## config.mk

```make
export PLATFORM = sky130hd
export DESIGN_NAME = medf_fifo
export DESIGN_NICKNAME = d
export VERILOG_FILES = /design/src/rtl/median_filter_3x3_stream_unit_defines.svh /design/src/rtl/medf_fifo.sv
export SDC_FILE = /design/constraint.sdc
export NUM_CORES = 1
export LEC_CHECK = 0
export ABC_AREA = 1
export BUFFER_PORTS_ARGS = -buffer_cell sky130_fd_sc_hd__buf_4
export CORE_UTILIZATION = 55
export DETAILED_ROUTE_END_ITERATION = 7
export PLACE_DENSITY = 0.75
export SETUP_SLACK_MARGIN = 0.1
export SLEW_MARGIN = 20
export SYNTH_ARGS = -nofsm -noshare
export SYNTH_HDL_FRONTEND = slang
export SYNTH_SLANG_ARGS = --single-unit
```

## constraint.sdc

```tcl
create_clock -name clk -period 3.3 [get_ports clk]
set_clock_uncertainty 0.05 [all_clocks]
set_input_delay 0.165 -clock clk [delete_from_list [all_inputs] [get_ports clk]]
set_output_delay 0.165 -clock clk [all_outputs]
set_load 0.02 [all_outputs]
```

## src/rtl/median_filter_3x3_stream_unit_defines.svh

```systemverilog
// assertion macros for the 3x3 median filter stream unit
// expects clk and rst_n in the scope where a macro is used
`ifndef MEDIAN_FILTER_3X3_STREAM_UNIT_DEFINES_SVH
`define MEDIAN_FILTER_3X3_STREAM_UNIT_DEFINES_SVH

// same-cycle implication
`define MEDF_ASSERT_IMP(lbl, ante, cons, msg) \
  lbl: assert property (@(posedge clk) disable iff (!rst_n) (ante) |-> (cons)) \
    else $error(msg);

// next-cycle implication
`define MEDF_ASSERT_NXT(lbl, ante, cons, msg) \
  lbl: assert property (@(posedge clk) disable iff (!rst_n) (ante) |=> (cons)) \
    else $error(msg);

`endif

```

## src/rtl/medf_fifo.sv

```systemverilog
// small register queue with occupancy count
// depends on nothing
module medf_fifo #(
  parameter int DW    = 8,
  parameter int DEPTH = 4
) (
  input  logic                         clk,
  input  logic                         rst_n,
  input  logic                         push,
  input  logic [DW-1:0]                din,
  input  logic                         pop,
  output logic [DW-1:0]                dout,
  output logic                         empty,
  output logic [$clog2(DEPTH+1)-1:0]   count
);

  localparam int PW_ = (DEPTH > 1) ? $clog2(DEPTH) : 1;
  localparam int CW_ = $clog2(DEPTH + 1);

  logic [DW-1:0]  mem_r [DEPTH];
  logic [PW_-1:0] wptr_r, wptr_nxt;
  logic [PW_-1:0] rptr_r, rptr_nxt;
  logic [CW_-1:0] count_r, count_nxt;

  always_comb begin
    wptr_nxt  = wptr_r;
    rptr_nxt  = rptr_r;
    count_nxt = count_r;
    if (push) begin
      wptr_nxt = (wptr_r == PW_'(DEPTH - 1)) ? '0 : wptr_r + PW_'(1);
    end
    if (pop) begin
      rptr_nxt = (rptr_r == PW_'(DEPTH - 1)) ? '0 : rptr_r + PW_'(1);
    end
    if (push && !pop) begin
      count_nxt = count_r + CW_'(1);
    end else if (pop && !push) begin
      count_nxt = count_r - CW_'(1);
    end
  end

  always_ff @(posedge clk) begin
    if (!rst_n) begin
      wptr_r  <= '0;
      rptr_r  <= '0;
      count_r <= '0;
    end else begin
      wptr_r  <= wptr_nxt;
      rptr_r  <= rptr_nxt;
      count_r <= count_nxt;
    end
  end

  always_ff @(posedge clk) begin
    if (push) begin
      mem_r[wptr_r] <= din;
    end
  end

  assign dout  = mem_r[rptr_r];
  assign empty = (count_r == '0);
  assign count = count_r;

endmodule

```

Word level (Yosys, flattened, before mapping)
Memory sizes are Yosys's and may differ from the RTL's. A register that Yosys moved wholly into a read port is not among the register bits.
Index checks and enable logic that the tools add are counted.
Cells by class
  add/subtract/negate cells: 4
  equality and inequality tests: 2
  muxes and demuxes: 8
  reduce and logical (&&, ||, !) cells: 6
Operator list (count)
  two-way mux 2 bit: 4
  two-way mux 3 bit: 2
  adder 2 x 1 -> 2 bit, second input constant: 2
  == test 2 bit, second input constant: 2
  adder 3 x 1 -> 3 bit, second input constant: 1
  zero test 3 bit: 1
  subtractor 3 x 1 -> 3 bit, second input constant: 1
  logical AND 1 bit: 2
  zero test 1 bit: 2
  two-way mux 1 bit: 2
  nonzero test 2 bit: 1
Storage, ports and cells
  bits in registers: 7
  memory bits (writable): 32
  input bits: 12
  output and inout port bits: 12
  logic and storage cells: 24
  memories: 1
Memories
  mem_r: words 4, width 8, rd ports 1, clocked after Yosys merged registers in 1, wr ports 1, RTL line medf_fifo.sv:20  | logic [DW-1:0] mem_r [DEPTH];

Depth between registers and ports, before layout
  word-level depth: 4
  depth in mapped cells: 10
  mapped depth without buffers: 10

Worst setup path after synthesis
No wires, ideal clock.
  kind: register -> register
  start: register count_r[0], in the netlist count[0]
  end: register count_r[1], in the netlist count[1]
  library setup time: 0.116 ns
  arrival time: 1.122 ns
  required time: 3.134 ns
  slack: 2.012 ns
  cell stages (with the launch flop): 4
  buffers on the path: 0
  period minus slack after synthesis: 1.288 ns
  path through: dfxtp_1 > fa_1 > o21ai_0 > nor2_1
Between the ends
  cells in the longest elaborated chain, start to end: 3
  elaborated cells between the ends (all ways): 4
  those cells by class: 2 x add/sub; 2 x mux
Ends and longest elaborated chain
  start, declared: RTL line medf_fifo.sv:23  | logic [CW_-1:0] count_r, count_nxt;
  start signal, assigned: RTL line medf_fifo.sv:50  | count_r <= count_nxt;
  subtractor 3 x 1 -> 3 bit: RTL line medf_fifo.sv:38  | count_nxt = count_r - CW_'(1);
  two-way mux 3 bit: RTL line medf_fifo.sv:37  | end else if (pop && !push) begin
  two-way mux 3 bit *: RTL line medf_fifo.sv:35  | if (push && !pop) begin
  via count_nxt[1]: RTL line medf_fifo.sv:23
Mark *: on every way through the listed nets, which the timed path passes. The rest lies on a longest branch. The select of a mux whose other input is x is not followed.
A chain may end at the register's enable or synchronous reset.

==> qor.csv <==
metric,value,unit
slowest_stage,dfxtp_1,
drc_errors,4,
diodes,0,
reg2reg_from,wptr_r[0],
p_int,743,uW
cts_max_path_buffers,2,
yosys-top-cells-area,"edfxtp_1, dfxtp_1, nor2_1",
fin_hold_ws,0.0347,ns
fillCellCount,207,
cp_num_buf_inv,2,
syn2layout_area_growth,19.3,%
seq_power_share,0.603,
peakVddDrop,0.346,mV
htree_levels,2,
cts.reportedPaths.clkPinSlew,0.11,ns
cap_violations,0,
grtUsageTotal,0.196,
cts_setup_buffers,0,
ctsResizeCount,0,
grt-ovfl-total,0,
via_count,1073,
place.gp.congestion,0.744,
ys_ff_latch,41,
powerDensity,512,mW/mm^2
hold_end,count[2],
routedWlPerCell,13.7,um
netlist_area,0.00165,mm^2
antenna_found_initial,0,
rr_worst_depth,3,
insertion_delay,0.34,ns
yosysWarnings,0,
rsz0062_at_grt,false,
via_per_inst,5.31,
core-area,0.00281,mm^2
fin_crit_sh,0.597,
crit_chain,"inv_2, o21ai_0, o22ai_1, buf_4",
start_util,0.587,
cts_tree,yes,
layout-drive-gt1-share,0.193,
cp-end-kind,output port,
grt_pass1_wl,4490,um
fin_crit,1.97,ns
p_switching,262,uW
finalPower,1000,uW
rows,19,
r2r-end,mem_r[3][7],
routed_wl,2770,um
cp_top_family,flip-flops,
die_h,56.7,um
setup-tns-final,0,ns
hold_viol_final,0,
syn_inst,134,
holdPathStages,3,
maxSlewHeadroom,0.640,
swShare,0.261,
worst_pin_slew,0.540,ns
grt_max_degree,18,
crit_fanout,17,
ioPinCount,24,
fmax,0.508,GHz
leakage,0.000796,uW
dpl.hpwl,1870,um
netlist-cell-type-count,19,
reg2reg_slack,1.96,ns
final_antenna_net_count,0,
die_x,56.7,um
arrival,1.75,ns
path_class,reg2out,
required,3.08,ns
min_from,rst_n,
fin_nets,189,
first_pass_iters,6,
syn_area_per_cell,12.3,um^2
hold_class,in2reg,
setup_violations,0,
grt_pass1_vias,1025,
drt-initial-drc-count,47,
cts_hold_buf,8,
cts_root_buffer,clkbuf_4,
violations,DRC,
start_kind,flop,
cts_sinks,41,
yosysSeqAreaShare,0.693,
portBuffers,23,
synth.net_count,153,
status,"complete, but fails checks",
die-area,0.00322,mm^2
comb_power_share,0.169,
drv_slew,0,
critical_path.max_stage_delay,0.68,ns
synth_top_area_frac,0.584,
p_clk_frac,0.229,
synth_top_area_cell,edfxtp_1,
cts_made_buffers,5,
==> logic make-up after synthesis <==
kind of cell | share of synthesized area
AO/OA/AOI/OAI | 0.102
XOR/XNOR | 0.00532
adder cells (fa/ha/maj) | 0.0578
buffers and inverters | 0.0501
flip-flops | 0.693
AND/OR/NAND/NOR | 0.0919
==> tightest hold or removal path: cells and delay by family <==
kind          cells  cell delay (ns)
buf+inv           1             0.13
simple gates      2             0.09
==> how the worst max path moves through the flow <==
stage	depth (start not counted)	to	slack [ns]	start
5_1_grt	4	dout[4]	1.15	flop
4_1_cts	4	dout[4]	1.32	flop
3_3_place_gp	4	dout[1]	1.78	flop
2_1_floorplan	3	count[1]	2.01	count[0]
3_5_place_dp	4	dout[4]	1.72	flop
6_report	4	dout[4]	1.33	flop
==> state kept, by name, summed over array words and instances, names as in the netlist, named ones only <==
register / cells
mem_r: 32
wptr_r: 2
count: 3
rptr_r: 2
==> power groups by stage <==
stage / Clock (uW) / Combinational, uW / Sequential (uW)
2_1_floorplan: 0 / 95.2 / 618
3_3_place_gp: 0 / 158 / 617
3_5_place_dp: 0 / 163 / 618
4_1_cts: 236 / 171 / 606
5_1_grt: 258 / 188 / 610
6_report: 230 / 170 / 606
==> cell type report <==
class	count	area (um^2)	area share
flip-flops and latches	41	1140	0.581
multi-input cells	75	423	0.215
inverters	16	60.1	0.0306
well taps	31	38.8	0.0197
repair buffers	31	253	0.129
clock buffers	8	48.8	0.0248
==> per-stage QoR <==
stage	std cells	cell area, um^2	utilization	worst slack (ns)
after floorplan	134	1650	-	2.01
after global placement	186	1840	0.654	1.78
after detailed placement	186	1840	0.654	1.72
after CTS	202	1960	0.700	1.32
after global routing	202	1960	0.700	1.15
final	202	1960	0.700	1.33
==> per-layer routing <==
layer,track usage,vias to the layer above,share of wire
li1,-,540,-
met1,0.245,503,0.45
met2,0.311,26,0.50
met3,0.0691,4,0.043
met4,0.0750,0,0.0076
met5,0,-,0
==> synth_stat cells <==
library cell and count:
inv_2 1, nand3_1 1, o21ai_1 2, xor2_1 1, nor2_2 2, buf_6 2, nor3_1 3, o21ai_2 2
o21ai_0 15, nor2_1 22, dfxtp_1 9, o22ai_1 8, a21oi_1 3, fa_1 1, ha_1 6, edfxtp_1 32
nand2_1 8, inv_1 15, nand4_1 1
==> layout by cell type (no fill, tap or decap) <==
cell type and count:
clkbuf_1 3, inv_2 1, ha_1 6, nand4_1 1, inv_1 15, clkbuf_4 5
edfxtp_1 32, buf_4 23, o21ai_0 15, nor2_1 22, nor3_1 3, o21ai_1 2
nand2_1 8, xor2_1 1, o22ai_1 8, dlygate4sd3_1 8, nor2_2 2, o21ai_2 2
fa_1 1, a21oi_1 3, nand3_1 1, dfxtp_1 9
Note: power is estimated with default switching activity, not from simulation.
