--- config.mk ---
export PLATFORM = sky130hd
export DESIGN_NAME = medf_back
export DESIGN_NICKNAME = d
export VERILOG_FILES = /design/src/rtl/median_filter_3x3_stream_unit_defines.svh /design/src/rtl/medf_pkg.sv /design/src/rtl/medf_back.sv
export SDC_FILE = /design/constraint.sdc
export NUM_CORES = 1
export LEC_CHECK = 0
export ABC_AREA = 1
export BUFFER_PORTS_ARGS = -buffer_cell sky130_fd_sc_hd__buf_2
export CORE_MARGIN = 2
export CORE_UTILIZATION = 30
export DETAILED_ROUTE_END_ITERATION = 6
export PLACE_DENSITY = 0.56
export RECOVER_POWER = 100
export SETUP_SLACK_MARGIN = 0.4
export SLEW_MARGIN = 10
export SYNTH_ARGS = -nofsm -noshare
export SYNTH_HDL_FRONTEND = slang
export SYNTH_SLANG_ARGS = --single-unit
--- constraint.sdc ---
create_clock -name clk -period 5.8 [get_ports clk]
set_clock_uncertainty 0.1 [all_clocks]
set_input_delay 0.87 -clock clk [delete_from_list [all_inputs] [get_ports clk]]
set_output_delay 0.87 -clock clk [all_outputs]
set_load 0.01 [all_outputs]
--- src/rtl/median_filter_3x3_stream_unit_defines.svh ---
// assertion macros for the 3x3 median filter stream unit
// expects clk and rst_n in the scope where a macro is used
`ifndef MEDIAN_FILTER_3X3_STREAM_UNIT_DEFINES_SVH
`define MEDIAN_FILTER_3X3_STREAM_UNIT_DEFINES_SVH

// same-cycle implication
`define MEDF_ASSERT_IMP(lbl, ante, cons, msg) \
  lbl: assert property (@(posedge clk) disable iff (!rst_n) (ante) |-> (cons)) \
    else $error(msg);

// next-cycle implication
`define MEDF_ASSERT_NXT(lbl, ante, cons, msg) \
  lbl: assert property (@(posedge clk) disable iff (!rst_n) (ante) |=> (cons)) \
    else $error(msg);

`endif

--- src/rtl/medf_pkg.sv ---
// shared types and constants for the 3x3 median filter stream unit
// no dependencies
package medf_pkg;

  localparam int MAX_WIDTH_DEF  = 2048;
  localparam int PIXEL_BITS_DEF = 8;
  localparam int CFG_W          = 12;
  localparam int CNT_W          = 13;
  localparam int MQ_DEPTH       = 4;
  localparam int OQ_DEPTH       = 4;

  localparam logic [CFG_W-1:0] ROWS_RESET = 12'd720;
  localparam logic [CFG_W-1:0] COLS_RESET = 12'd1280;
  localparam logic [1:0]       ROT_RESET  = 2'd2;

  typedef enum logic [0:0] {
    CFG_FRAME_ROWS = 1'b0,
    CFG_FRAME_COLS = 1'b1
  } cfg_idx_t;

  typedef enum logic {
    REQ_PIXEL = 1'b0,
    REQ_FLUSH = 1'b1
  } req_t;

  // per-column control that travels with the window column
  typedef struct packed {
    logic clear;
    logic last;
  } colctl_t;

endpackage

--- src/rtl/medf_back.sv ---
// back end: column sort, window shift and median select
// uses medf_pkg; drains the column queue into the result queue
module medf_back #(
  parameter int PIXEL_BITS = medf_pkg::PIXEL_BITS_DEF
) (
  input  logic                                   clk,
  input  logic                                   rst_n,
  input  logic                                   mq_empty,
  input  logic [PIXEL_BITS-1:0]                  mq_top,
  input  logic [PIXEL_BITS-1:0]                  mq_mid,
  input  logic [PIXEL_BITS-1:0]                  mq_btm,
  input  medf_pkg::colctl_t                      mq_ctl,
  output logic                                   mq_pop,
  input  logic [$clog2(medf_pkg::OQ_DEPTH+1)-1:0] oq_count,
  output logic                                   oq_push,
  output logic [PIXEL_BITS-1:0]                  oq_pixel,
  output logic                                   oq_last
);

  import medf_pkg::*;

  localparam int OCW = $clog2(OQ_DEPTH + 1);

  typedef logic [PIXEL_BITS-1:0] pix_t;
  typedef logic [2:0][PIXEL_BITS-1:0] colv_t;  // [0] low, [1] middle, [2] high

  function automatic pix_t min2(input pix_t a, input pix_t b);
    return (a < b) ? a : b;
  endfunction

  function automatic pix_t max2(input pix_t a, input pix_t b);
    return (a < b) ? b : a;
  endfunction

  function automatic pix_t med3(input pix_t a, input pix_t b, input pix_t c);
    return max2(min2(a, b), min2(max2(a, b), c));
  endfunction

  logic    s1_v_r, s2_v_r, s2_last_r;
  colv_t   s1_col_r;
  colctl_t s1_ctl_r;
  pix_t    s2_lo_r, s2_md_r, s2_hi_r;
  colv_t   c0_r, c1_r;

  colv_t   head_sorted, a_col, b_col;

  // only pop when the result queue can hold everything in flight
  assign mq_pop = !mq_empty &&
                  ((OCW + 1)'(oq_count) + (OCW + 1)'(s1_v_r) + (OCW + 1)'(s2_v_r)
                   < (OCW + 1)'(OQ_DEPTH));

  always_comb begin
    head_sorted[0] = min2(min2(mq_top, mq_mid), mq_btm);
    head_sorted[1] = med3(mq_top, mq_mid, mq_btm);
    head_sorted[2] = max2(max2(mq_top, mq_mid), mq_btm);
    a_col = s1_ctl_r.clear ? '0 : c0_r;
    b_col = s1_ctl_r.clear ? '0 : c1_r;
  end

  always_ff @(posedge clk) begin
    if (!rst_n) begin
      s1_v_r <= 1'b0;
      s2_v_r <= 1'b0;
      c0_r   <= '0;
      c1_r   <= '0;
    end else begin
      s1_v_r <= mq_pop;
      s2_v_r <= s1_v_r;
      if (s1_v_r) begin
        c0_r <= b_col;
        c1_r <= s1_col_r;
      end
    end
  end

  always_ff @(posedge clk) begin
    if (mq_pop) begin
      s1_col_r <= head_sorted;
      s1_ctl_r <= mq_ctl;
    end
    // median of nine from sorted columns
    if (s1_v_r) begin
      s2_lo_r   <= max2(max2(a_col[0], b_col[0]), s1_col_r[0]);
      s2_md_r   <= med3(a_col[1], b_col[1], s1_col_r[1]);
      s2_hi_r   <= min2(min2(a_col[2], b_col[2]), s1_col_r[2]);
      s2_last_r <= s1_ctl_r.last;
    end
  end

  assign oq_push  = s2_v_r;
  assign oq_pixel = med3(s2_lo_r, s2_md_r, s2_hi_r);
  assign oq_last  = s2_last_r;

endmodule
# ---- After elaboration in Yosys (flattened, before gate mapping)
# Cells that the tools add are included.
dict set report totals {
  ff_bits 101
  inputBits 32
  elab_cells 56
}
dict set report classes {
  n_addsub 2
  n_lt_le_gt_ge 15
  mux 20
  n_reduce_logical 2
}
# op count
set ops {}
lappend ops {{$mux W8} 18}
lappend ops {{$lt A8 B8 Y1} 14}
lappend ops {{$mux W24} 2}
lappend ops {{$add A3 B1 Y4} 1}
lappend ops {{$add A4 B1 Y4} 1}
lappend ops {{$lt A4 B3 Y1 const B} 1}
lappend ops {{$logic_and A1 B1 Y1} 1}
lappend ops {{$logic_not A1 Y1} 1}

# ---- Depth between registers and ports, before layout
# Gate-level depths: netlist of run 1.
dict set report logic_depth {
  word_depth 7
  mapped_depth 34
  depth_no_buf 30
}

# ---- Least setup slack after synthesis of run 1
# No wires, ideal clock.
dict set report synth_path {
  path_kind {register to output}
  start {reg s2_lo_r[3]}
  end {out oq_pixel[0]}
  t_arrival_ns 4.305
  required_time_ns 4.830
  path_slack_ns 0.525
  path_stages_with_launch 27
  n_path_buf 3
  cell_sequence {edfxtp_1 -> ha_1 -> nand2_1 -> o21bai_1 -> nand2_1 -> nand2_1 -> nand2_1 -> buf_2 -> clkbuf_1 -> o21ai_0 -> ha_1 -> a21oi_1 -> nor2_1 -> a211oi_1 -> nand2_1 -> buf_2 -> inv_1 -> nand2_1 -> o21ai_0 -> inv_1 -> ha_1 -> a21oi_1 -> nor2_1 -> a211oi_1 -> nand2_2 -> nand2_1 -> nand2_1}
}
dict set report synth_between {
  elab_chain_len 6
  word_cells_on_any_way 7
  classes_between {order compare: 3; mux: 4}
}
# element line
set synth_rtl {}
lappend synth_rtl {{start: declaration} medf_back.sv:42} ;# pix_t s2_lo_r, s2_md_r, s2_hi_r;
lappend synth_rtl {{start signal: assignment} medf_back.sv:83} ;# s2_lo_r <= max2(max2(a_col[0], b_col[0]), s1_col_r[0]);
lappend synth_rtl {{$lt A8 B8 Y1} {medf_back.sv:28, medf_back.sv:32}}
lappend synth_rtl {{$mux W8} medf_back.sv:32} ;# return (a < b) ? b : a;
lappend synth_rtl {{$lt A8 B8 Y1} medf_back.sv:28} ;# return (a < b) ? a : b;
lappend synth_rtl {{$mux W8} medf_back.sv:28}
lappend synth_rtl {{$lt A8 B8 Y1} medf_back.sv:32}
lappend synth_rtl {{$mux W8 (*)} medf_back.sv:32}
lappend synth_rtl {{end: declaration} medf_back.sv:16} ;# output logic [PIXEL_BITS-1:0] oq_pixel,
# Mark *: on every way between the ends. The rest lies on a longest branch, timed or not.

# ---- Final worst setup path of run 1
dict set report layout_path {
  start {reg s2_lo_r[1]}
  end {out oq_pixel[4]}
}
# Same word-level chain as after synthesis.

==> flow_summary.json, run 1 <==
{
  "stdcell_area_um2": 8390,
  "crit_buf_inv": 5,
  "slew_violations": 29,
  "cts_max_path_buffers": 2,
  "root_buffer": "clkbuf_16",
  "grtUsageTotal": 0.132,
  "vias_per_cell": 4.69,
  "tightest_slew_ps": 1520,
  "drc": 0,
  "numCtsBuffers": 9,
  "p_leak_uw": 0.00402,
  "path_delay_family": "compound AO/OA/AOI/OAI gates",
  "worstReg2RegEnd": "s2_md_r[1]",
  "grt_pass1_vias": 5995,
  "hpwl_um": 12800,
  "reg2reg_depth": 24,
  "wl_um": 16800,
  "clockPowerShare": 0.251,
  "slowest_stage": "edfxtp_1",
  "power.internal_uw": 1440,
  "via_count": 6574,
  "slew_headroom": -0.0125,
  "grt_overflow": 0,
  "hold_class": "reg -> reg",
  "required_ps": 4830,
  "p_per_area_nw_per_um2": 275,
  "drive_gt1_frac": 0.0946,
  "ir_drop_mv": 0.143,
  "cp-start-kind": "register",
  "start_util": 0.307,
  "combPwrFrac": 0.379,
  "outcome": "finished, violations left",
  "final_common_cell": "nand2_1",
  "min_delay_path_depth": 0,
  "cts_tree": "done",
  "nets": 1204,
  "max_freq_ghz": 0.185,
  "ant_nets": 0,
  "synth.avg_cell_area_um2": 7.22,
  "drt_iter0_drc": 324,
  "grt_max_degree": 124,
  "cp-end-kind": "output pin",
  "r2r_slack_ps": 740,
  "setup_viol": 0,
  "synth_warnings": 0,
  "clk_latency_ps": 350,
  "dieHeight_um": 162,
  "rsz0062_at_grt": "yes",
  "gp_congestion": 0.846,
  "holdPathEnd": "oq_last",
  "h-tree-depth": 3,
  "synth_nets": 1169,
  "cp.depth": 26,
  "antenna_found_initial": 0,
  "slowest_delay_ps": 410,
  "holdBufCountCts": 0,
  "drtPass1Iterations": 4,
  "crit_top_cell": "nand2_1",
  "io_pins": 43,
  "worstHoldStart": "s1_ctl_r[0]",
  "synth_seq_area_share": 0.338,
  "p_sw_frac": 0.377,
  "syn-cell-area_um2": 7490,
  "placed_area_um2": 8010,
  "hold_violations": 0,
  "worst-path-max-fanout": 7,
  "diodes": 0,
  "syn_inst": 1038,
  "power_frac_seq": 0.370,
  "port_buffers": 42,
  "clk_pin_slew_ps": 80,
  "yosysUniqueCellTypes": 32,
  "layout_common_cells": "nand2_1, inv_1, o21ai_0, a21oi_1, ha_1",
  "areaGrowthSynthToFinish_pct": 12.0,
  "p_sw_uw": 869,
  "die_w_um": 162,
  "rr_startpoint": "s1_ctl_r[1]",
  "grt_pass1_wl_um": 28600,
  "synth_seq_cells": 101,
  "cts.sinks": 101,
  "min_period_over_period": 0.932,
  "finalSetupTns_ps": 0,
  "avgRoutedWirePerCell_um": 12.0,
  "layout_min_cycle_time_ps": 5400,
  "die-area_um2": 26300,
  "worstSetupPathType": "reg -> out",
  "drv_cap": 1,
  "crit_arrival_ps": 4430,
  "core_um2": 24400,
  "num_rows": 57,
  "violations": "capacitance limit, slew limit"
}
==> timing repair <==
action	4_1_cts	5_1_grt
setup buffers	0	10
gates cloned	0	2
resized for setup	5	23
pin swaps	0	6
endpoints found under the hold margin	0	0
endpoints found under the setup margin	8	16
==> logic make-up (layout without fill, tap and decap cells) <==
logic type,count (synthesis),in the layout,synth area share
AOI/OAI and AO/OA,263,263,0.184
adders and majority gates,99,99,0.165
buffers and inverters,176,214,0.0923
DFF,101,101,0.338
and+or+nand+nor,399,401,0.220
==> state kept, by name, summed over array words and instances, names as in the netlist <==
signal	flops
c0_r	24
s1_ctl_r	2
oq_last	1
s2_md_r	8
s2_lo_r	8
s1_col_r	24
oq_push	1
c1_r	24
s1_v_r	1
s2_hi_r	8
==> power by group through the flow <==
stage	registers (uW)	logic [uW]	clock network (uW)
finish	853	874	578
global route	860	1020	621
CTS	853	856	593
detailed placement	869	850	0
global placement	868	834	0
floorplan	855	639	0
==> through the flow <==
step / power (uW) / instances / util / hold slack [ps] / setup WS [ps]
2_1_floorplan: 1490 / 1038 / - / 300 / 525
3_3_place_gp: 1700 / 1374 / 0.329 / 303 / 676
3_5_place_dp: 1720 / 1374 / 0.329 / 307 / 555
4_1_cts: 2300 / 1390 / 0.340 / 326 / 420
5_1_grt: 2500 / 1402 / 0.344 / 342 / 111
6_report: 2300 / 1402 / 0.344 / 329 / 396
==> cells in the mapped netlist (all sizes together) <==
library cell,n,share of area
a211oi,8,0.0087
nand4,3,0.0045
o211ai,3,0.0037
o21a,3,0.0030
a21oi,112,0.075
inv,137,0.069
o21bai,2,0.0020
dfxtp,50,0.13
o21ai,132,0.089
nand3,50,0.034
buf,16,0.012
nand2,277,0.14
nor3,1,0.00067
and2,6,0.0050
a21boi,3,0.0030
clkbuf,23,0.012
edfxtp,51,0.20
ha,99,0.17
nor2,62,0.031
==> area by class of cell <==
class / count / area, um^2
sequential: 101 / 2540
timing repair buffer: 61 / 345
fill: 2598 / 16000
inverter: 137 / 519
clock inverter: 7 / 55.1
tap: 324 / 405
multi-input combinational: 763 / 4310
clock buffer: 9 / 225
==> worst max path at each step <==
| stage | from | end |
|---|---|---|
| finish | s2_lo_r[1] | oq_pixel[4] |
| global route | s2_lo_r[1] | oq_pixel[6] |
| CTS | s2_lo_r[7] | oq_pixel[4] |
| detailed placement | s2_lo_r[7] | oq_pixel[4] |
| global placement | s2_lo_r[1] | oq_pixel[5] |
| floorplan | s2_lo_r[3] | oq_pixel[0] |
==> routing by layer <==
layer  share of wire  vias to the layer above  routed length (um)  GRT usage
li1                -                     3524                   -          -
met1            0.50                     2943                8380      0.182
met2            0.46                       93                7710      0.217
met3           0.028                       14                 470     0.0169
met4           0.014                        0                 242     0.0386
met5               0                        -                   0          0
No activity file was read; power rests on OpenSTA's default activity.
==> inputs of run 2 (changes only) <==
ABC_AREA = 0   (was 1)
==> run 2 against run 1 <==
  * The flow finishes with violations (capacitance limit, slew limit, setup timing)
  * Wire length up 7.6%
  * Sequential power is 3.4% lower
  * Worst setup slack got worse by 650 ps
  * Final cell count decreased by 11%
  * Design area is 14% higher
  * Via count is 11% lower
  * Die area increased by 7.6%
  * Maximum frequency decreased by 11%
  * Largest cell class unchanged
==> flow_summary.json, run 2 <==
{
  "syn_inst": 805,
  "cts.sinks": 101,
  "cts_tree": "done",
  "synth_warnings": 0,
  "gp_congestion": 0.824,
  "antenna_found_initial": 0,
  "grt_pass1_vias": 6010,
  "core_um2": 26700,
  "synth_seq_cells": 101,
  "setup_viol": 8,
  "slowest_delay_ps": 410,
  "grt_max_degree": 51,
  "yosys.area.top_type": "edfxtp_1",
  "yosysMostFrequentCell": "mux2i_1",
  "port_buffers": 42,
  "tightest_slew_ps": 2500,
  "grt_overflow": 0,
  "drive_gt1_frac": 0.208,
  "start_util": 0.302,
  "startpoint": "s2_md_r[6]",
  "worst-path-max-fanout": 7,
  "cp-end-kind": "output pin",
  "root_buffer": "clkbuf_16",
  "grt_pass1_wl_um": 30100,
  "slew_headroom": -0.664,
  "seq_area_um2": 2530,
  "fin_util": 0.358,
  "synth.avg_cell_area_um2": 10.0,
  "grtUsageTotal": 0.131,
  "io_pins": 43,
  "drt_iter0_drc": 175,
  "clk_pin_slew_ps": 80,
  "num_rows": 60,
  "synth_edf_count": 51,
  "largestRegisters": "c0_r: 24 flops, c1_r: 24 flops, s1_col_r: 24 flops",
  "final_common_cell": "mux2i_1",
  "synth_nets": 936,
  "finalWorstSetupSlack_ps": -252,
  "layout_common_cells": "mux2i_1, inv_1, ha_1, edfxtp_1",
  "dieHeight_um": 168,
  "layout_min_cycle_time_ps": 6050,
  "wl_um": 18100,
  "rsz0062_at_grt": "yes",
  "via_count": 5880,
  "synth_top_area_share": 0.190,
  "hold_class": "reg -> reg",
  "min_period_over_period": 1.04,
  "numCtsBuffers": 9,
  "violations": "capacitance limit, slew limit, setup timing",
  "outcome": "finished, violations left",
  "max_freq_ghz": 0.165,
  "hold_slack_ps": 333,
  "hpwl_um": 13900,
  "rr_startpoint": "s1_ctl_r[1]",
  "synth-main-ff-cell": "edfxtp_1",
  "synth_area_leaders": "edfxtp_1, ha_1, mux2i_1, dfxtp_1, inv_1",
  "die_w_um": 168,
  "drtPass1Iterations": 4,
  "crit_buf_inv": 5,
  "clk_latency_ps": 350,
  "holdBufCountCts": 0,
  "multiInputGateArea_um2": 5180,
  "areaGrowthSynthToFinish_pct": 18.3,
  "synth_commonest_cells": "mux2i_1, inv_1, ha_1",
  "hold_violations": 0,
  "h-tree-depth": 3,
  "required_ps": 4830,
  "cts_max_path_buffers": 2,
  "cp-start-kind": "register",
  "async_reset_ff_frac": 0,
  "diodes": 0,
  "slowest_stage": "edfxtp_1",
  "syn-cell-area_um2": 8080,
  "ir_drop_mv": 0.139,
  "avgRoutedWirePerCell_um": 14.6,
  "drc": 0,
  "vias_per_cell": 4.74,
  "path_delay_family": "compound AO/OA/AOI/OAI gates",
  "slew_violations": 108,
  "worstHoldStart": "s1_ctl_r[0]",
  "ant_nets": 0,
  "crit_arrival_ps": 5080,
  "yosysUniqueCellTypes": 65,
  "die-area_um2": 28300,
  "nets": 1026,
  "n_fill_cell": 2791,
  "p_leak_uw": 0.00423,
  "synth_seq_area_share": 0.314,
  "drv_cap": 3,
  "worstSetupPathType": "reg -> out",
  "p_per_area_nw_per_um2": 215
}
[run 2: cell count changes after synthesis, moves of 12 or more]
| cell | change |
|---|---|
| inv_1 | -35 |
| a21o_1 | +27 |
| nand2_2 | -12 |
| mux2_2 | +23 |
| mux2_1 | +17 |
| nor2b_1 | +48 |
| nor2_1 | -17 |
| nand3_1 | -43 |
| o21ai_0 | -102 |
| nand2_1 | -244 |
| mux2i_1 | +108 |
| nand2b_1 | +21 |
| a21oi_1 | -81 |
[run 2: kinds of logic after synthesis]
logic type	Yosys count	share of synthesized area
AOI/OAI and AO/OA	138	0.140
muxes	156	0.204
adders and majority gates	99	0.153
DFF	101	0.314
buffers and inverters	127	0.0624
and+or+nand+nor	184	0.126
[run 2: through the flow]
stage               worst slack (ps)  TNS [ps]  cells  cell area, um^2  power [uW]
floorplan                        197         0    805             8210        1240
global placement                25.0         0   1198             9040        1400
detailed placement             -83.7      -590   1198             9040        1410
CTS                             -268     -2100   1230             9530        2070
global route                    -566     -5190   1241             9560        2170
finish                          -252     -1950   1241             9560        2050
[run 2: layout make-up]
| type | instances | share of cell area |
|---|---|---|
| well taps | 341 | 0.0446 |
| inverters | 100 | 0.0393 |
| flip-flops and latches | 101 | 0.265 |
| multi-input cells | 577 | 0.542 |
| repair buffers | 106 | 0.0771 |
| clock buffers | 9 | 0.0236 |
| clock inverters | 7 | 0.00851 |
[run 2: worst paths after layout]
| kind | end | cells past startpoint | slack [ps] |
|---|---|---|---|
| hold reg to reg | oq_last | 0 | 330 |
| setup reg to reg | s2_md_r[0] | 23 | 320 |
| setup / recovery | oq_pixel[6] | 26 | -250 |
| hold / removal | oq_last | 0 | 330 |
[run 2: routing by layer]
layer / track usage / vias up / share of wire
met2: 0.221 / 68 / 0.46
met4: 0.0311 / 0 / 0.0080
met1: 0.179 / 2751 / 0.51
li1: - / 3048 / -
met3: 0.0155 / 13 / 0.019
met5: 0 / - / 0
[run 2: report_power, final]
group	internal, uW	total (uW)	switching, uW
Sequential	794	824	29.5
Clock	342	625	284
Combinational	294	602	308
[run 2: repair_timing]
item	CTS	global route
setup endpoints to repair	15	24
buffers inserted	16	11
pin swaps	13	14
gates resized for setup	10	27
==> inputs of run 3 (changes only) <==
RECOVER_POWER = 50   (was 100)
==> run 3 against run 2 <==
  * The run still ends with capacitance limit, slew limit, setup timing left
  * Flip-flop and latch count is the same
  * Hold slack is essentially flat
  * Critical path type unchanged
  * Sequential share of layout area shrank 0.42 points
  * Highest routed layer unchanged
  * Clock power is essentially flat
  * Combinational power grew 3%
  * Clock-buffer cell count is the same
==> flow_summary.json, run 3 (synthesis gave the netlist of run 2 again) <==
{
  "outcome": "finished, violations left",
  "violations": "capacitance limit, slew limit, setup timing",
  "core_um2": 26700,
  "cts_max_path_buffers": 2,
  "layout_min_cycle_time_ps": 6050,
  "via_count": 5898,
  "grt_max_degree": 51,
  "layout_common_cells": "mux2i_1, inv_1, ha_1, buf_4, edfxtp_1",
  "diodes": 0,
  "final_common_cell": "mux2i_1",
  "grt_pass1_vias": 6010,
  "min_period_over_period": 1.04,
  "areaGrowthSynthToFinish_pct": 20.3,
  "crit_arrival_ps": 5080,
  "placed_area_um2": 9040,
  "hold_violations": 0,
  "io_pins": 43,
  "dpl.cell_count": 1198,
  "drt_iter0_drc": 182,
  "rr_startpoint": "s1_ctl_r[1]",
  "r2r_slack_ps": 670,
  "cp-endpoint": "oq_pixel[7]",
  "slew_violations": 80,
  "slew_headroom": -0.662,
  "clk_pin_slew_ps": 80,
  "path_delay_family": "compound AO/OA/AOI/OAI gates",
  "avgRoutedWirePerCell_um": 14.5,
  "drtPass1Iterations": 4,
  "ant_nets": 0,
  "start_util": 0.302,
  "startpoint": "s2_md_r[6]",
  "dieHeight_um": 168,
  "drv_cap": 2,
  "crit_buf_inv": 5,
  "reg2reg_depth": 23,
  "tightest_slew_ps": 2490,
  "max_freq_ghz": 0.165,
  "num_rows": 60,
  "numCtsBuffers": 9,
  "worstReg2RegEnd": "s2_md_r[0]",
  "use_met1": 0.179,
  "cp-start-kind": "register",
  "setup_viol": 8,
  "worst-path-max-fanout": 7,
  "root_buffer": "clkbuf_16",
  "holdBufCountCts": 0,
  "fin_util": 0.363,
  "finalPower_uw": 2070,
  "gr-usage-met3": 0.0155,
  "h-tree-depth": 3,
  "grt_pass1_wl_um": 30100,
  "hpwl_um": 13900,
  "cp.depth": 26,
  "globalRouteMet2Util": 0.221,
  "nets": 1026,
  "hold_class": "reg -> reg",
  "port_buffers": 42,
  "seq_area_um2": 2530,
  "largestRegisters": "c0_r: 24 flops, c1_r: 24 flops, s1_col_r: 24 flops",
  "die_w_um": 168,
  "grt_overflow": 0,
  "grt_busiest_layer": "met2",
  "p_per_area_nw_per_um2": 213,
  "instances_no_fill": 1241,
  "clk_latency_ps": 350,
  "multiInputGateArea_um2": 5310,
  "finalSetupTns_ps": -1930,
  "required_ps": 4830,
  "drive_gt1_frac": 0.232,
  "cts.sinks": 101,
  "vias_per_cell": 4.75,
  "cts_tree": "done",
  "antenna_found_initial": 0,
  "drc": 0,
  "rsz0062_at_grt": "yes",
  "wl_um": 18000,
  "n_fill_cell": 2764,
  "slowest_delay_ps": 410,
  "ir_drop_mv": 0.138,
  "finalWorstSetupSlack_ps": -253,
  "die-area_um2": 28300,
  "p_leak_uw": 0.00430,
  "stdcell_area_um2": 9710,
  "gp_congestion": 0.824,
  "slowest_stage": "edfxtp_1",
  "worstSetupPathType": "reg -> out",
  "cp-end-kind": "output pin",
  "grtUsageTotal": 0.131
}
run 3: changes by cell type in the layout (fill, tap and decap cells not counted), sizes merged:
cell    delta
buf        +8
clkbuf     -8
run 3: worst min-delay path by stage:
stage               slack (ps)  cells after the start   startpoint       to
floorplan                  300                      0  s1_ctl_r[0]  oq_last
global placement           310                      0  s1_ctl_r[0]  oq_last
detailed placement         320                      0  s1_ctl_r[0]  oq_last
CTS                        340                      0  s1_ctl_r[0]  oq_last
global route               350                      0  s1_ctl_r[0]  oq_last
finish                     330                      0  s1_ctl_r[0]  oq_last
run 3: power by group:
part	total (uW)	internal [uW]	switching, uW
sequential	824	794	29.8
clock	626	342	284
combinational	621	307	313
run 3: final cells by class:
type                       instances  area share
multi-input combinational        577       0.547
sequential                       101       0.261
clock inverter                     7     0.00837
timing repair buffer             106      0.0783
tap                              341      0.0439
inverter                         100      0.0386
clock buffer                       9      0.0232
run 3: layer usage:
metal / vias to the layer above / share of wire / wire length (um)
met1: 2776 / 0.50 / 9060
met5: - / 0 / 0
met3: 13 / 0.022 / 397
met4: 0 / 0.0081 / 145
li1: 3042 / - / -
met2: 67 / 0.47 / 8380
run 3: through the flow:
step,hold WS (ps),worst slack [ps]
3_5_place_dp,316,-83.7
5_1_grt,345,-566
3_3_place_gp,307,25.0
4_1_cts,335,-268
2_1_floorplan,300,197
6_report,333,-253
run 3: repair_timing:
| item | 4_1_cts | 5_1_grt |
|---|---|---|
| pin swaps | 13 | 14 |
| gates resized for setup | 10 | 27 |
| endpoints found under the setup margin | 15 | 24 |
| setup buffers | 16 | 11 |
